File: config.mk
export PLATFORM = sky130hd
export DESIGN_NAME = lpht_ctrl
export DESIGN_NICKNAME = d
export VERILOG_FILES = /design/src/rtl/core/lpht_pkg.sv /design/src/rtl/core/lpht_ctrl.sv
export SDC_FILE = /design/constraint.sdc
export NUM_CORES = 1
export LEC_CHECK = 0
export BUFFER_PORTS_ARGS = -buffer_cell sky130_fd_sc_hd__clkbuf_2
export CORE_AREA = 2 2 39 41
export DETAILED_ROUTE_END_ITERATION = 16
export DIE_AREA = 0 0 41 43
export HOLD_SLACK_MARGIN = 0.15
export PLACE_DENSITY_LB_ADDON = 0.1
export SYNTH_ARGS = -nofsm -noshare
export SYNTH_HDL_FRONTEND = slang
export SYNTH_SLANG_ARGS = --single-unit
File: constraint.sdc
create_clock -name clk -period 1.9 [get_ports clk]
set_input_delay 0.095 -clock clk [delete_from_list [all_inputs] [get_ports clk]]
set_output_delay 0.095 -clock clk [all_outputs]
set_load 0.05 [all_outputs]
File: src/rtl/core/lpht_pkg.sv
`timescale 1ns / 1ps
`default_nettype none

package lpht_pkg;

	localparam int KEY_W  = 24;
	localparam int VAL_W  = 16;
	localparam int IDX_W  = 9;
	localparam int STAT_W = 2;
	localparam int CNT_W  = 10;

	// home slot reduction: key bits consumed per cycle
	localparam int MOD_BITS = 8;
	localparam int MOD_CYC  = KEY_W / MOD_BITS;
	localparam int MCNT_W   = $clog2(MOD_CYC);

	localparam logic OP_LOOKUP = 1'b0;
	localparam logic OP_INSERT = 1'b1;

	localparam logic [STAT_W-1:0] ST_OK        = 2'd0;
	localparam logic [STAT_W-1:0] ST_NOT_FOUND = 2'd1;
	localparam logic [STAT_W-1:0] ST_FULL      = 2'd2;

	typedef struct packed {
		logic load;      // take the input beat
		logic mod_step;  // one slice of the key modulo
		logic clr_step;  // clear one slot
		logic advance;   // move to the next probe slot
		logic capture;   // latch result of the current probe
		logic push;      // move latched result to the output register
	} cmd_t;

	typedef struct packed {
		logic mod_skip;  // table size is a power of two
		logic mod_last;
		logic clr_last;
		logic finish;    // current probe ends the walk
		logic out_free;
	} sts_t;

endpackage

`default_nettype wire

File: src/rtl/core/lpht_ctrl.sv
`timescale 1ns / 1ps
`default_nettype none

module lpht_ctrl (
	input  wire logic          clk,
	input  wire logic          arst_n,
	input  wire logic          in_valid,
	output logic               in_ready,
	input  wire lpht_pkg::sts_t sts,
	output lpht_pkg::cmd_t     cmd
);

	typedef enum logic [5:0] {
		S_CLEAR = 6'b000001,
		S_IDLE  = 6'b000010,
		S_MOD   = 6'b000100,
		S_READ  = 6'b001000,
		S_CHECK = 6'b010000,
		S_DONE  = 6'b100000
	} state_t;

	state_t state_q, state_d;

	always_comb begin
		state_d  = state_q;
		cmd      = '0;
		in_ready = 1'b0;
		case (state_q)
			S_CLEAR: begin
				cmd.clr_step = 1'b1;
				if (sts.clr_last) begin
					state_d = S_IDLE;
				end
			end
			S_IDLE: begin
				in_ready = 1'b1;
				if (in_valid) begin
					cmd.load = 1'b1;
					state_d  = sts.mod_skip ? S_READ : S_MOD;
				end
			end
			S_MOD: begin
				cmd.mod_step = 1'b1;
				if (sts.mod_last) begin
					state_d = S_READ;
				end
			end
			S_READ: begin
				state_d = S_CHECK;
			end
			S_CHECK: begin
				if (sts.finish) begin
					cmd.capture = 1'b1;
					state_d     = S_DONE;
				end else begin
					cmd.advance = 1'b1;
					state_d     = S_READ;
				end
			end
			S_DONE: begin
				if (sts.out_free) begin
					cmd.push = 1'b1;
					state_d  = S_IDLE;
				end
			end
			default: begin
				state_d = S_IDLE;
			end
		endcase
	end

	always_ff @(posedge clk or negedge arst_n) begin
		if (!arst_n) begin
			state_q <= S_CLEAR;
		end else begin
			state_q <= state_d;
		end
	end

endmodule

`default_nettype wire

==> results of run 1 <==
[layout make-up]
type | instances | area, sq um
flip-flops and latches | 6 | 151.4
inverters | 4 | 17.52
fillers | 120 | 638.1
repair buffers | 29 | 260.3
clock buffers | 4 | 26.28
well taps | 16 | 20.02
multi-input cells | 25 | 270.3
[power groups by stage]
stage	combinational, W	sequential, W	clock (W)
after global placement	0.000490	0.000196	0
final	0.000838	0.000190	0.000131
after detailed placement	0.000495	0.000195	0
after floorplan	0.000357	0.000198	0
after global routing	0.000876	0.000193	0.000146
after CTS	0.000747	0.000189	0.000134
[metal layers]
metal,vias to the layer above,global-route usage [%]
met5,-,0
met4,0,8.000
met3,2,3.665
met2,18,24.69
met1,199,15.46
li1,196,-
[per-stage QoR]
step	setup slack [ns]	cell area [sq um]
floorplan	-0.2085	375.4
global placement	0.01701	495.5
detailed placement	0.009674	495.5
CTS	-0.1464	705.7
global route	-0.1658	745.7
finish	-0.1212	745.7
[what timing repair did]
action	4_1_cts	5_1_grt
setup buffers	8	0
hold buffers	4	0
resized for setup	15	13
endpoints found under the hold margin	9	0
pin swaps	6	5
endpoints found under the setup margin	4	10
[synthesized netlist by cell type (all sizes together)]
cell / count
or3b: 2
nand2: 2
nor3: 1
o31ai: 1
dfstp: 1
nand3: 1
or4b: 2
or4: 2
nand2b: 1
dfrtp: 5
o41ai: 1
inv: 4
and3b: 1
and2: 1
nor4: 1
a21oi: 1
nand3b: 1
nor2: 3
a2bb2oi: 1
o2111ai: 1
nor3b: 1
o21ai: 1
[critical path, stage by stage (launching register included)]
cell	delay, ns
dfrtp_1	0.38
or4_4	0.53
or3b_4	0.41
inv_4	0.06
and2_4	0.14
clkbuf_16	0.15
[final timing paths]
kind                       depth (start not counted)       start         end
max in group asynchronous                          2      arst_n  state_q[0]
setup reg to reg                                   5  state_q[5]  state_q[2]
min in group asynchronous                          2      arst_n  state_q[5]
setup / recovery                                   5  state_q[5]      cmd[5]
hold / removal                                     3      sts[0]  state_q[5]
hold reg to reg                                    1  state_q[3]  state_q[4]
[cells by family after synthesis]
| group | after synthesis | share of synthesized area [%] |
|---|---|---|
| AO/OA/AOI/OAI | 6 | 13.89 |
| flip-flops | 6 | 42.02 |
| AND/OR/NAND/NOR | 19 | 39.93 |
| buffers and inverters | 4 | 4.165 |
==> qor.txt, run 1 <==
Die W -> 41 um
Vias -> 415
post-route ant nets -> 0
initial core utilization -> 26.04%
global-route wire length before repair -> 1704 um
Setup Skew -> 0.01027 ns
Slew HR -> 81.58%
Seq/Total Area, Yosys -> 42.01%
final setup violating endpoints -> 6
antenna violations before repair -> 0
CTS root buffer -> clkbuf_4
ranking of synthesized cells by area -> dfrtp_1, or4b_4, dfstp_2
1st-iter DRT viols -> 2
Ports -> 15
DRC -> 0
P_int -> 0.0006942 W
uppermost layer routed -> met4
placed cell count -> 69
htree depth -> 1
syn_nets -> 43
Core Util, Final -> 53.89%
most common cell after layout, fill and taps aside -> buf_4
Inserted Clock Buffers -> 3
Slew Limit Fails -> 0
Chip Height -> 43 um
CTS tree -> yes
clock transition at the registers of the reported paths -> 0.05 ns
Worst Setup Start Kind -> register
r2r setup slk -> -0.03 ns
HP Class -> in2reg
synth warn -> 0
Net count, final -> 77
FF+latch count, synth -> 6
final setup TNS -> -0.3438 ns
status -> complete, but fails checks
Synth Instances -> 35
Crit Path Class -> reg2out
Clock power frac -> 11.3%
met3 wire len -> 84 um
# rows -> 14
routed wire length -> 1123 um
pwr/cell area -> 1554 nW/um^2
post-synthesis cell area -> 360.3 sq um
Routed met2 length -> 581 um
RSZ-0062 raised after global routing -> true
total power -> 0.001159 W
die area -> 1763 sq um
Worst setup EP type -> output pin
Max Root-Sink Buffers -> 2
metal1 wirelength -> 452 um
grt total ovfl -> 0
core area -> 1384 sq um
Worst-Margin Slew -> 0.2733 ns
period utilization -> 106.4%
failing checks -> setup timing
gr usage total -> 14.66%
layout cells sized above 1 -> 69.12%
commonest non-fill, non-tap cells in the layout -> buf_4, clkbuf_2, dfrtp_1
DP HPWL -> 716.5 um
diode count -> 0
Placer Congestion -> 0.7018
largest register by flop count -> state_q
post-layout min period -> 2.021 ns
Top Registers -> state_q: 6 flops
vias in the first global route -> 412
Data required, critical path -> 1.80 ns
Routed WL per cell -> 13.37 um
Max-Cap Viols -> 0
count of input and output buffers -> 14
drt via density -> 4.940
final hold violations -> 0
CP arrival -> 1.93 ns
VDD IR max -> 0.0009535 V
Max Clk Rate -> 494.8 MHz
Largest register FFs -> 6
drt pass-1 iters -> 4
final worst slack -> -0.1212 ns
syn_area_per_cell -> 10.30 sq um
worst skew pair latency -> 0.25 ns
largest area contributor in the netlist -> dfrtp_1
crit path max fanout -> 2
sequential share of power -> 16.4%
largest net degree at the start of global routing -> 7
Static Leak -> 0.3648 nW
P&R area growth vs syn -> 106.9%
post-synth top area share -> 34.72%
distinct cell type count after synthesis -> 23
hold slack -> 0.1687 ns
switching pwr -> 0.0004645 W
Switching Share -> 40.09%
fin cells -> 84
Combinational Power Share -> 72.3%
Sink Count -> 6
Note: power is estimated with default switching activity, not from simulation.
==> inputs of run 2 (changes only) <==
--- a/config.mk
+++ b/config.mk
@@ -5,7 +5,7 @@
 export SDC_FILE = /design/constraint.sdc
 export NUM_CORES = 1
 export LEC_CHECK = 0
-export BUFFER_PORTS_ARGS = -buffer_cell sky130_fd_sc_hd__clkbuf_2
+export BUFFER_PORTS_ARGS = -buffer_cell sky130_fd_sc_hd__buf_2
 export CORE_AREA = 2 2 39 41
 export DETAILED_ROUTE_END_ITERATION = 16
 export DIE_AREA = 0 0 41 43
==> qor.txt, run 2 (same netlist as run 1, synthesis figures left out) <==
RSZ-0062 raised after global routing -> true
Largest register FFs -> 6 (unchanged)
layout cells sized above 1 -> 66.15% (-3.0 points)
Cell Area, Placed -> 495.5 sq um (unchanged)
largest register by flop count -> state_q
Vias -> 389 (-6.3%)
grt total ovfl -> 0 (unchanged)
CTS tree -> yes
Worst setup EP type -> output pin
VDD IR max -> 0.001062 V (+11%)
hold slack -> 0.1860 ns (+0.01732 ns)
Final Instance Area -> 675.6 sq um (-9.4%)
CP arrival -> 1.89 ns (-0.04 ns)
commonest non-fill, non-tap cells in the layout -> buf_2, buf_4, dfrtp_1
final worst slack -> -0.08080 ns (+0.04036 ns)
Chip Height -> 43 um (unchanged)
Reg2Reg Depth -> 5 (unchanged)
most common cell after layout, fill and taps aside -> buf_2
largest net degree at the start of global routing -> 7 (unchanged)
Crit Path Class -> reg2out
Reg-to-Reg Start -> state_q[0]
final setup violating endpoints -> 7 (+1)
clock transition at the registers of the reported paths -> 0.05 ns (about the same)
drt pass-1 iters -> 4 (unchanged)
Max Clk Rate -> 504.8 MHz (+2.0%)
P_int -> 0.0006211 W (-11%)
area of the multi-input gates -> 250.2 sq um (-7.4%)
reg2reg end -> state_q[2]
pwr/cell area -> 1549 nW/um^2 (-0.31%)
DRC -> 0 (unchanged)
Data required, critical path -> 1.80 ns (about the same)
Net count, final -> 74 (-3.9%)
die area -> 1763 sq um (unchanged)
Top Registers -> state_q: 6 flops
drt via density -> 4.802 (-2.8%)
Setup Skew -> 0.006091 ns (-0.004180 ns)
gr usage total -> 15.49% (+0.82 points)
post-route ant nets -> 0 (unchanged)
initial core utilization -> 26.04% (unchanged)
Ports -> 15 (unchanged)
Max-Cap Viols -> 0 (unchanged)
# rows -> 14 (unchanged)
Worst-Margin Slew -> 0.3347 ns (+0.06140 ns)
P&R area growth vs syn -> 87.50%
DP HPWL -> 712.5 um (-0.56%)
Routed WL per cell -> 13.47 um (+0.75%)
r2r setup slk -> -0.04 ns (about the same)
diode count -> 0 (unchanged)
Switching Share -> 40.66% (+0.57 points)
Slew HR -> 77.50% (-4.1 points)
Placer Congestion -> 0.7213 (+2.8%)
Sink Count -> 6 (unchanged)
vias in the first global route -> 415 (+0.73%)
worst skew pair latency -> 0.24 ns (about the same)
setup slack after placement -> 0.03760 ns (+0.02793 ns)
Hold Startpoint -> sts[0]
Slew Limit Fails -> 0 (unchanged)
Inserted Clock Buffers -> 3 (unchanged)
Die W -> 41 um (unchanged)
Hold Crit Endpoint -> state_q[5]
antenna violations before repair -> 0 (unchanged)
Fillers -> 147 (+23%)
hold path depth -> 3 (unchanged)
crit path cell chain -> or4_4 > or3b_4 > inv_4 > and2_4 > buf_8
global-route wire length before repair -> 1773 um (+4.0%)
period utilization -> 104.3% (-2.1 points)
crit path max fanout -> 2 (unchanged)
1st-iter DRT viols -> 1 (-1)
status -> complete, but fails checks
CTS root buffer -> clkbuf_4
Clock power frac -> 11.9% (+0.6 points)
Worst path max stage delay -> 0.54 ns (about the same)
count of input and output buffers -> 14 (unchanged)
sequential share of power -> 18.3% (+1.9 points)
Max Root-Sink Buffers -> 2 (unchanged)
Worst Setup Start Kind -> register
final hold violations -> 0 (unchanged)
register area -> 151.4 sq um (unchanged)
crit path max-delay cell type -> or4_4
failing checks -> setup timing
Static Leak -> 0.3314 nW (-9.2%)
post-layout min period -> 1.981 ns (-0.04036 ns)
core area -> 1384 sq um (unchanged)
switching pwr -> 0.0004255 W (-8.4%)
Combinational Power Share -> 69.8% (-2.5 points)
htree depth -> 1 (unchanged)
routed wire length -> 1091 um (-2.8%)
HP Class -> in2reg
==> run 2: layout make-up <==
type / count / share of cell area [%]
multi-input combinational: 25 / 37.04
inverter: 4 / 2.593
tap: 16 / 2.963
clock buffer: 4 / 3.889
sequential: 6 / 22.41
timing repair buffer: 26 / 31.11
==> run 2: worst max-delay path by stage <==
| stage | cells after the start | startpoint | endpoint | slack [ns] |
|---|---|---|---|---|
| after floorplan | 3 | state_q[1] | cmd[1] | -0.21 |
| after global placement | 5 | state_q[4] | cmd[5] | 0.02 |
| after detailed placement | 5 | state_q[4] | cmd[5] | 0.04 |
| final | 5 | state_q[4] | cmd[5] | -0.08 |
| after global routing | 5 | state_q[4] | cmd[5] | -0.15 |
| after CTS | 5 | state_q[5] | cmd[5] | -0.13 |
==> run 2: stage by stage <==
stage	utilization (%)	power (W)	TNS, ns	instances
4_1_cts	46.75	0.001005	-0.4126	81
5_1_grt	48.82	0.001116	-0.7425	81
2_1_floorplan	-	0.0005548	-0.4170	35
6_report	48.82	0.001047	-0.3031	81
3_5_place_dp	35.80	0.0006847	0	69
3_3_place_gp	35.80	0.0006818	0	69
==> run 2: power by group through the flow <==
stage | sequential (W) | combinational, W | clock, W
after floorplan | 0.000198 | 0.000357 | 0
after global placement | 0.000192 | 0.000489 | 0
after detailed placement | 0.000193 | 0.000492 | 0
after CTS | 0.000191 | 0.000683 | 0.000131
after global routing | 0.000195 | 0.000783 | 0.000138
final | 0.000191 | 0.000731 | 0.000125
==> run 2: worst max-delay path, delay by kind of cell, from the launching register on <==
family	cells	cell delay, ns
flip-flops	1	0.37
buffers and inverters	2	0.20
AND/OR/NAND/NOR	3	1.08
==> run 2: per-layer routing <==
metal	GRT usage, %	wire length, um
met1	18.48	401
met2	23.75	609
met3	3.141	66
met4	10.00	12
met5	0	0
==> run 2: repair_timing <==
action                                  4_1_cts  5_1_grt
buffers inserted                              5        0
resized for setup                            15        6
pin swaps                                     6        5
endpoints found under the setup margin        4        9
hold endpoints to repair                      8        0
hold buffers                                  3        0
